==> src/design/fds_pkg.sv <==
// Shared constants, tables and types for the fall detector.
`default_nettype none
package fds_pkg;

  localparam int unsigned SAMPLE_RATE_HZ = 100;
  localparam int unsigned TICK_MS        = 1000 / SAMPLE_RATE_HZ;

  localparam int unsigned MAG_W   = 13;
  localparam int unsigned LEVEL_W = 4;
  localparam int unsigned NUM_LEVELS = 9;

  // level index 0..8 is sensitivity level 1..9
  localparam logic [LEVEL_W-1:0] LEVEL_MIN   = 4'd1;
  localparam logic [LEVEL_W-1:0] LEVEL_MAX   = 4'd9;
  localparam logic [LEVEL_W-1:0] LV_IDX_RST  = 4'd8;

  localparam int unsigned TICKS_1S = 1000 / TICK_MS;
  localparam int unsigned TICKS_2S = 2000 / TICK_MS;
  localparam int unsigned TICKS_4S = 4000 / TICK_MS;
  localparam int unsigned FF_TICKS_MAX = 345 / TICK_MS;

  localparam int unsigned FF_CNT_W   = $clog2(FF_TICKS_MAX + 2);
  localparam int unsigned IMP_CNT_W  = $clog2(TICKS_1S + 2);
  localparam int unsigned WIN_CNT_W  = $clog2(TICKS_4S + 2);
  // rest count can climb for the whole window
  localparam int unsigned REST_CNT_W = WIN_CNT_W;

  localparam logic [MAG_W-1:0] IMPACT_LEVEL = 13'd2048;  // 2.0 g
  localparam logic [MAG_W:0]   RISE_MIN     = 14'd410;   // just over 0.4 g

  localparam logic [MAG_W-1:0] FF_THRESH [NUM_LEVELS] = '{
    13'd308, 13'd338, 13'd379, 13'd420, 13'd461, 13'd502, 13'd543, 13'd584, 13'd615
  };
  localparam logic [MAG_W-1:0] REST_THRESH [NUM_LEVELS] = '{
    13'd1158, 13'd1178, 13'd1229, 13'd1280, 13'd1332,
    13'd1383, 13'd1434, 13'd1485, 13'd1536
  };
  localparam logic [FF_CNT_W-1:0] FF_TICKS [NUM_LEVELS] = '{
    FF_CNT_W'(345 / TICK_MS), FF_CNT_W'(320 / TICK_MS), FF_CNT_W'(295 / TICK_MS),
    FF_CNT_W'(270 / TICK_MS), FF_CNT_W'(245 / TICK_MS), FF_CNT_W'(220 / TICK_MS),
    FF_CNT_W'(195 / TICK_MS), FF_CNT_W'(170 / TICK_MS), FF_CNT_W'(145 / TICK_MS)
  };

  typedef enum logic [3:0] {
    PH_IDLE   = 4'b0001,
    PH_IMPACT = 4'b0010,
    PH_REST   = 4'b0100,
    PH_REPORT = 4'b1000
  } phase_t;

  typedef struct packed {
    logic [MAG_W-1:0] magnitude;
    logic             device_still;
  } sample_t;

endpackage
`default_nettype wire

==> src/design/fds_detector.sv <==
// Fall detection state machine: phase and counters, one sample per step.
`default_nettype none
module fds_detector (
  input  wire logic                         clk,
  input  wire logic                         rst_n,
  input  wire logic                         step,
  input  wire fds_pkg::sample_t             sample,
  input  wire logic [fds_pkg::LEVEL_W-1:0]  lv_idx,
  output logic                              fall
);

  fds_pkg::phase_t                      phase_r, phase_nxt;
  logic [fds_pkg::FF_CNT_W-1:0]         ff_cnt_r, ff_cnt_nxt, ff_inc;
  logic [fds_pkg::IMP_CNT_W-1:0]        imp_cnt_r, imp_cnt_nxt, imp_inc;
  logic [fds_pkg::WIN_CNT_W-1:0]        win_cnt_r, win_cnt_nxt, win_inc;
  logic [fds_pkg::REST_CNT_W-1:0]       rest_cnt_r, rest_cnt_nxt, rest_inc;
  logic [fds_pkg::MAG_W-1:0]            ff_start_r, ff_start_nxt;
  logic [fds_pkg::MAG_W-1:0]            m;
  logic                                 rise_ok;

  assign m        = sample.magnitude;
  assign ff_inc   = ff_cnt_r + 1'b1;
  assign imp_inc  = imp_cnt_r + 1'b1;
  assign win_inc  = win_cnt_r + 1'b1;
  assign rest_inc = rest_cnt_r + 1'b1;
  // m > start and m - start >= 0.4 g
  assign rise_ok  = {1'b0, m} >= ({1'b0, ff_start_r} + fds_pkg::RISE_MIN);

  always_comb begin
    phase_nxt    = phase_r;
    ff_cnt_nxt   = ff_cnt_r;
    imp_cnt_nxt  = imp_cnt_r;
    win_cnt_nxt  = win_cnt_r;
    rest_cnt_nxt = rest_cnt_r;
    ff_start_nxt = ff_start_r;
    fall         = 1'b0;
    case (phase_r)
      fds_pkg::PH_IDLE: begin
        if (m < fds_pkg::FF_THRESH[lv_idx]) begin
          ff_cnt_nxt = ff_inc;
          if (ff_inc >= fds_pkg::FF_TICKS[lv_idx]) begin
            ff_cnt_nxt   = '0;
            imp_cnt_nxt  = '0;
            win_cnt_nxt  = '0;
            rest_cnt_nxt = '0;
            ff_start_nxt = m;
            phase_nxt    = fds_pkg::PH_IMPACT;
          end
        end else begin
          ff_cnt_nxt = '0;
        end
      end
      fds_pkg::PH_IMPACT: begin
        if (m >= fds_pkg::IMPACT_LEVEL) begin
          rest_cnt_nxt = '0;
          phase_nxt    = fds_pkg::PH_REST;
        end else begin
          imp_cnt_nxt = imp_inc;
          if (imp_inc > fds_pkg::IMP_CNT_W'(fds_pkg::TICKS_1S)) begin
            phase_nxt  = fds_pkg::PH_IDLE;
            ff_cnt_nxt = '0;
          end
        end
      end
      fds_pkg::PH_REST: begin
        win_cnt_nxt = win_inc;
        if (win_inc > fds_pkg::WIN_CNT_W'(fds_pkg::TICKS_4S)) begin
          phase_nxt  = fds_pkg::PH_IDLE;
          ff_cnt_nxt = '0;
        end else if (m < fds_pkg::REST_THRESH[lv_idx]) begin
          if (sample.device_still) begin
            rest_cnt_nxt = rest_inc;
            if (rest_inc > fds_pkg::REST_CNT_W'(fds_pkg::TICKS_2S) && rise_ok) begin
              phase_nxt = fds_pkg::PH_REPORT;
            end
          end
        end else if (rest_cnt_r != '0) begin
          rest_cnt_nxt = rest_cnt_r - 1'b1;   // saturates at zero
        end
      end
      fds_pkg::PH_REPORT: begin
        fall       = 1'b1;
        phase_nxt  = fds_pkg::PH_IDLE;
        ff_cnt_nxt = '0;
      end
      default: begin
        phase_nxt  = fds_pkg::PH_IDLE;
        ff_cnt_nxt = '0;
      end
    endcase
  end

  always_ff @(posedge clk) begin
    if (!rst_n) begin
      phase_r    <= fds_pkg::PH_IDLE;
      ff_cnt_r   <= '0;
      imp_cnt_r  <= '0;
      win_cnt_r  <= '0;
      rest_cnt_r <= '0;
      ff_start_r <= '0;
    end else if (step) begin
      phase_r    <= phase_nxt;
      ff_cnt_r   <= ff_cnt_nxt;
      imp_cnt_r  <= imp_cnt_nxt;
      win_cnt_r  <= win_cnt_nxt;
      rest_cnt_r <= rest_cnt_nxt;
      ff_start_r <= ff_start_nxt;
    end
  end

endmodule
`default_nettype wire

==> src/design/fds_out_buf.sv <==
// Two-entry result buffer (output register plus skid) for the fall flag.
`default_nettype none
module fds_out_buf (
  input  wire logic clk,
  input  wire logic rst_n,
  input  wire logic push,
  input  wire logic push_data,
  output logic      can_push,
  output logic      out_valid,
  input  wire logic out_ready,
  output logic      out_data
);

  logic main_v_r, main_v_nxt, main_d_r, main_d_nxt;
  logic skid_v_r, skid_v_nxt, skid_d_r, skid_d_nxt;
  logic pop;

  assign pop       = main_v_r & out_ready;
  assign can_push  = ~skid_v_r;
  assign out_valid = main_v_r;
  assign out_data  = main_d_r;

  always_comb begin
    main_v_nxt = main_v_r;
    main_d_nxt = main_d_r;
    skid_v_nxt = skid_v_r;
    skid_d_nxt = skid_d_r;
    if (pop || !main_v_r) begin
      if (skid_v_r) begin
        main_v_nxt = 1'b1;
        main_d_nxt = skid_d_r;
        skid_v_nxt = push;
        skid_d_nxt = push_data;
      end else begin
        main_v_nxt = push;
        main_d_nxt = push_data;
      end
    end else if (push) begin
      skid_v_nxt = 1'b1;
      skid_d_nxt = push_data;
    end
  end

  always_ff @(posedge clk) begin
    if (!rst_n) begin
      main_v_r <= 1'b0;
      skid_v_r <= 1'b0;
    end else begin
      main_v_r <= main_v_nxt;
      skid_v_r <= skid_v_nxt;
    end
  end

  always_ff @(posedge clk) begin
    main_d_r <= main_d_nxt;
    skid_d_r <= skid_d_nxt;
  end

endmodule
`default_nettype wire

==> src/design/fall_detect_state_machine_core.sv <==
// Top level of the fall detector: stream ports, level register, detector and result buffer.
`default_nettype none
// Fall detector. One magnitude sample (unsigned Q3.10 g, 1 g = 1024) enters per
// in_ beat and gives exactly one out_ beat carrying the fall flag, in order. The
// detector walks idle (free fall run below the level's threshold for the level's
// time), impact (>= 2 g within 1 s), rest (over 2 s of still samples below
// the level's rest threshold within 4 s, with the sample at least 0.4 g above the
// free-fall start value) and report; the flag is set on the beat after the rest
// condition is met. Timing: one beat per clock sustained while in_tready stays high;
// a sample's state update is done in the cycle it is accepted, and its result is
// registered in the result buffer before it shows on out_. A two-entry result buffer
// keeps in_tready high while one result waits; in_tready drops only once two results
// are waiting, for as long as the consumer leaves them there. Times are in
// samples at 100 Hz. sensitivity_level (1..9, reset 9) is written through cfg_;
// writes of 0 or 10..15 are dropped, and a new level applies from the next beat.
module fall_detect_state_machine_core (
  input  wire logic        clk,
  input  wire logic        rst_n,
  // input samples
  input  wire logic        in_tvalid,
  output logic             in_tready,
  input  wire logic [15:0] in_tdata,   // [12:0] magnitude, [15:13] zero
  input  wire logic        in_tuser,   // [0] device_still
  // results
  output logic             out_tvalid,
  input  wire logic        out_tready,
  output logic [7:0]       out_tdata,  // [0] fall_detected, [7:1] zero
  // sensitivity level writes
  input  wire logic        cfg_valid,
  output logic             cfg_ready,
  input  wire logic [3:0]  cfg_data
);

  logic                            in_beat;
  logic                            fall;
  logic                            fall_out;
  logic [fds_pkg::LEVEL_W-1:0]     lv_idx_r, lv_idx_nxt;
  fds_pkg::sample_t                sample;

  assign cfg_ready = 1'b1;
  assign in_beat   = in_tvalid & in_tready;

  assign sample.magnitude    = in_tdata[fds_pkg::MAG_W-1:0];
  assign sample.device_still = in_tuser;

  // level kept as a table index; out-of-range writes leave it alone
  always_comb begin
    lv_idx_nxt = lv_idx_r;
    if (cfg_valid && (cfg_data inside {[fds_pkg::LEVEL_MIN:fds_pkg::LEVEL_MAX]})) begin
      lv_idx_nxt = cfg_data - 1'b1;
    end
  end

  always_ff @(posedge clk) begin
    if (!rst_n) begin
      lv_idx_r <= fds_pkg::LV_IDX_RST;
    end else begin
      lv_idx_r <= lv_idx_nxt;
    end
  end

  fds_detector u_detector (
    .clk    (clk),
    .rst_n  (rst_n),
    .step   (in_beat),
    .sample (sample),
    .lv_idx (lv_idx_r),
    .fall   (fall)
  );

  fds_out_buf u_out_buf (
    .clk       (clk),
    .rst_n     (rst_n),
    .push      (in_beat),
    .push_data (fall),
    .can_push  (in_tready),
    .out_valid (out_tvalid),
    .out_ready (out_tready),
    .out_data  (fall_out)
  );

  assign out_tdata = {7'd0, fall_out};

endmodule
`default_nettype wire

==> config.mk <==
export PLATFORM = sky130hd
export DESIGN_NAME = fall_detect_state_machine_core
export DESIGN_NICKNAME = d
export VERILOG_FILES = /design/src/design/fds_pkg.sv /design/src/design/fds_detector.sv /design/src/design/fds_out_buf.sv /design/src/design/fall_detect_state_machine_core.sv
export SDC_FILE = /design/constraint.sdc
export NUM_CORES = 1
export LEC_CHECK = 0
export BUFFER_PORTS_ARGS = -buffer_cell sky130_fd_sc_hd__clkbuf_2
export CAP_MARGIN = 40
export CORE_MARGIN = 1.5
export CORE_UTILIZATION = 45
export CTS_BUF_LIST = sky130_fd_sc_hd__clkbuf_4
export DETAILED_ROUTE_END_ITERATION = 10
export SYNTH_ARGS = -nofsm -noshare
export SYNTH_HDL_FRONTEND = slang
export SYNTH_SLANG_ARGS = --single-unit
==> constraint.sdc <==
create_clock -name clk -period 3.3 [get_ports clk]
set_input_delay 0.66 -clock clk [delete_from_list [all_inputs] [get_ports clk]]
set_output_delay 0.66 -clock clk [all_outputs]
set_load 0.02 [all_outputs]
==> qor.yml <==
job:
  drv_cap: 0
sta:
  slew_headroom: 0.671
  fin_crit_ns: 3.12
  finalSetupViolCount: 0
  slew_violations: 0
  post-route-period-util: 0.945
  fin_skew_ns: 0.0103
  hold_viol_final: 0
  setup_tns_ns: 0
  fmax_ghz: 0.321
  setup_slack_ns: 0.180
  worst_pin_slew_ns: 0.489
  rsz0062_at_grt: "false"
critical_path:
  path_class: "flop to flop"
  cp_max_fo: 5
  cp.required_ns: 3.59
  reg2reg_setup_slack_ns: 0.18
  r2r_end: "u_detector.phase_r[0]"
  worstPathArrival_ns: 3.41
  reg2reg_from: "u_detector.ff_start_r[2]"
  worstRegToRegCells: 14
  startpoint_type: "flop"
  end_kind: "flop"
route:
  drc: 0
  drt_wl_total_um: 10800
  drtPass1Iterations: 5
  vias: 4151
  postRouteAntennaNets: 0
  wl_per_cell_um: 14.7
  routed_via_density: 5.64
  drt_iter0_markers: 196
finish:
  num-fill-cells: 997
  diodes: 0
  syn_to_final_growth_pct: 7.47
  nNetsFinal: 680
  layout-drive-gt1-share: 0.141
status:
  status: "complete, no violations"
logic_synthesis:
  yosysUniqueCellTypes: 75
  syn_inst: 582
  postSynth.asyncResetShare: 0
  syn_area_mm2: 0.00466
  synth_edf_count: 2
  ys_warn_count: 0
  synth-seq-cells: 56
  ys.flop_type: "dfxtp_1"
  syn_area_per_cell_um2: 8.01
  ys_seq_area_frac: 0.245
place:
  io_buffers: 25
  hpwl_um: 8130
  pre_cts_slack_ns: 0.0355
  gp_congestion: 0.872
floorplan:
  dieArea_mm2: 0.0110
  boundaryPins: 37
  die_w_um: 105
  core.rowCount: 36
  core_area_mm2: 0.00991
  start_util: 0.470
  die_h_um: 105
min_path:
  holdPathEnd: "lv_idx_r[0]"
  hold_class: "input port to flop"
  hold_path_startpoint: "cfg_data[0]"
  hold_path_depth: 2
clock_tree:
  cts_sinks: 56
  clk_pin_slew_worst_paths_ns: 0.17
  clock_path_buffers: 2
  insertion_delay_ns: 0.40
  cts.htree.levels: 2
  numCtsBuffers: 5
  root_buffer: "clkbuf_4"
  cts_tree: "yes"
  hold_buffers: 0
global_route:
  grt_pass1_vias: 3951
  grtUsageTotal: 0.200
  grt_pass1_wl_um: 18200
  gr-total-overflow: 0
  grt_max_degree: 31
  antenna_found_initial: 0
power_and_ir_drop:
  p_total_uw: 1380
  cellPowerDensity_mw_per_mm2: 275
  power.leakage_uw: 0.00210
  irDropWorstVdd_v: 0.000175
metal layers:
layer / track usage / wire [um] / vias to the layer above
li1: - / - / 2138
met4: 0.0558 / 164 / 0
met3: 0.0306 / 304 / 12
met1: 0.260 / 5280 / 1937
met2: 0.342 / 5070 / 64
met5: 0 / 0 / -
worst max-delay path by stage:
| stage | from | end | slack, ns |
|---|---|---|---|
| global placement | u_detector.ff_start_r[1] | u_detector.phase_r[0] | 0.12 |
| floorplan | u_detector.ff_start_r[1] | u_detector.phase_r[0] | 0.25 |
| CTS | u_detector.ff_start_r[1] | u_detector.phase_r[0] | 0.02 |
| detailed placement | u_detector.ff_start_r[1] | u_detector.phase_r[0] | 0.04 |
| finish | u_detector.ff_start_r[2] | u_detector.phase_r[0] | 0.18 |
| global route | lv_idx_r[1] | u_detector.phase_r[0] | 0.004 |
cell usage after synthesis, types with 4 or more instances:
| cell | instances | area [um2] |
|---|---|---|
| ha_1 | 52 | 651 |
| a31oi_1 | 14 | 87.6 |
| mux2i_1 | 17 | 170 |
| or2_2 | 12 | 75.1 |
| nor3_1 | 12 | 60.1 |
| clkbuf_1 | 10 | 37.5 |
| a21oi_1 | 49 | 245 |
| a21o_1 | 7 | 52.6 |
| nor2b_1 | 10 | 62.6 |
| inv_1 | 26 | 97.6 |
| nor2_1 | 52 | 195 |
| or3_1 | 4 | 25.0 |
| and2_1 | 4 | 25.0 |
| and3_1 | 8 | 50.1 |
| o211ai_1 | 4 | 30.0 |
| buf_2 | 11 | 55.1 |
| nor4_1 | 4 | 25.0 |
| xnor2_1 | 11 | 96.3 |
| xor2_1 | 7 | 61.3 |
| a211oi_1 | 8 | 60.1 |
| nand3_1 | 29 | 145 |
| nand3b_1 | 6 | 45.0 |
| o21ai_1 | 5 | 25.0 |
| o21ai_0 | 29 | 145 |
| dfxtp_1 | 54 | 1080 |
| o31ai_1 | 4 | 30.0 |
| buf_4 | 10 | 75.1 |
| nand2b_1 | 6 | 37.5 |
| nand4_1 | 5 | 31.3 |
| o21a_1 | 6 | 45.0 |
| nand2_1 | 44 | 165 |
cell usage in the layout, fill, tap and decap left out, types with 3 or more instances in the layout:
cell type  count
nor2_1        52
ha_1          52
dfxtp_1       51
a21oi_1       49
nand2_1       44
nand3_1       29
o21ai_0       28
inv_1         26
clkbuf_2      25
mux2i_1       17
a31oi_1       14
buf_4         14
or2_2         12
nor3_1        12
xnor2_1       11
nor2b_1       10
and3_1         8
a211oi_1       8
conb_1         8
xor2_1         7
a21o_1         7
nand2b_1       6
nand3b_1       6
o21a_1         6
o21ai_1        6
clkbuf_4       6
nand4_1        5
and2_1         4
o211ai_1       4
o31ai_1        4
nor4_1         4
nor4b_1        3
nor4b_4        3
and4_1         3
a211o_1        3
mux2_2         3
or3_1          3
dfxtp_2        3
power breakdown:
part	internal (uW)	switching, uW	leakage (uW)
Clock	167	232	0.0000456
Sequential	689	15.7	0.000457
Combinational	110	163	0.00159
cells by family after synthesis:
| kind of cell | after synthesis | synth area share |
|---|---|---|
| mux | 20 | 0.0438 |
| simple gates | 218 | 0.253 |
| buf+inv | 58 | 0.0577 |
| fa+ha+maj | 52 | 0.140 |
| other cells | 2 | 0.00161 |
| xor+xnor | 18 | 0.0338 |
| compound gates | 158 | 0.225 |
| flops | 56 | 0.245 |
registers in the layout (all words and copies together), names as in the netlist:
| signal | cells |
|---|---|
| u_detector.win_cnt_r | 9 |
| u_out_buf.out_data | 1 |
| u_detector.rest_cnt_r | 9 |
| u_detector.ff_start_r | 13 |
| u_detector.imp_cnt_r | 7 |
| u_detector.ff_cnt_r | 6 |
| u_out_buf.out_valid | 1 |
| u_detector.phase_r | 4 |
| u_out_buf.skid_v_r | 1 |
| u_out_buf.skid_d_r | 1 |
| lv_idx_r | 4 |
critical path, cell delays in order (launching register included):
cell and delay (ns):
dfxtp_1 0.37, ha_1 0.22, or3_4 0.34, and3_4 0.20
nor3_4 0.12, buf_4 0.14, xnor2_1 0.07, ha_1 0.30
nand2_1 0.07, o21a_1 0.19, o21a_1 0.16, o41a_1 0.14
o41a_1 0.42, nor3_1 0.20, o21ai_1 0.08
through the flow:
stage | cell area [um2] | util | cells | hold WS [ns]
CTS | 4980 | 0.503 | 735 | 0.461
detailed placement | 4900 | 0.494 | 727 | 0.468
finish | 5010 | 0.505 | 736 | 0.481
global route | 5010 | 0.505 | 736 | 0.491
global placement | 4900 | 0.494 | 727 | 0.460
floorplan | 4680 | - | 588 | 0.448
layout make-up:
| cell class | count | area [um2] | area share |
|---|---|---|---|
| multi-input combinational | 474 | 3290 | 0.657 |
| sequential | 56 | 1140 | 0.229 |
| timing repair buffer | 39 | 230 | 0.0460 |
| tap | 133 | 166 | 0.0332 |
| inverter | 26 | 97.6 | 0.0195 |
| clock buffer | 6 | 45.0 | 0.00900 |
| clock inverter | 2 | 35.0 | 0.00700 |
timing repair:
action                                 in CTS  in global routing
endpoints found under the hold margin       0                  0
resized for setup                           0                  7
setup endpoints to repair                   0                  5
setup buffers                               0                  1
(Power assumes the default switching activity.)
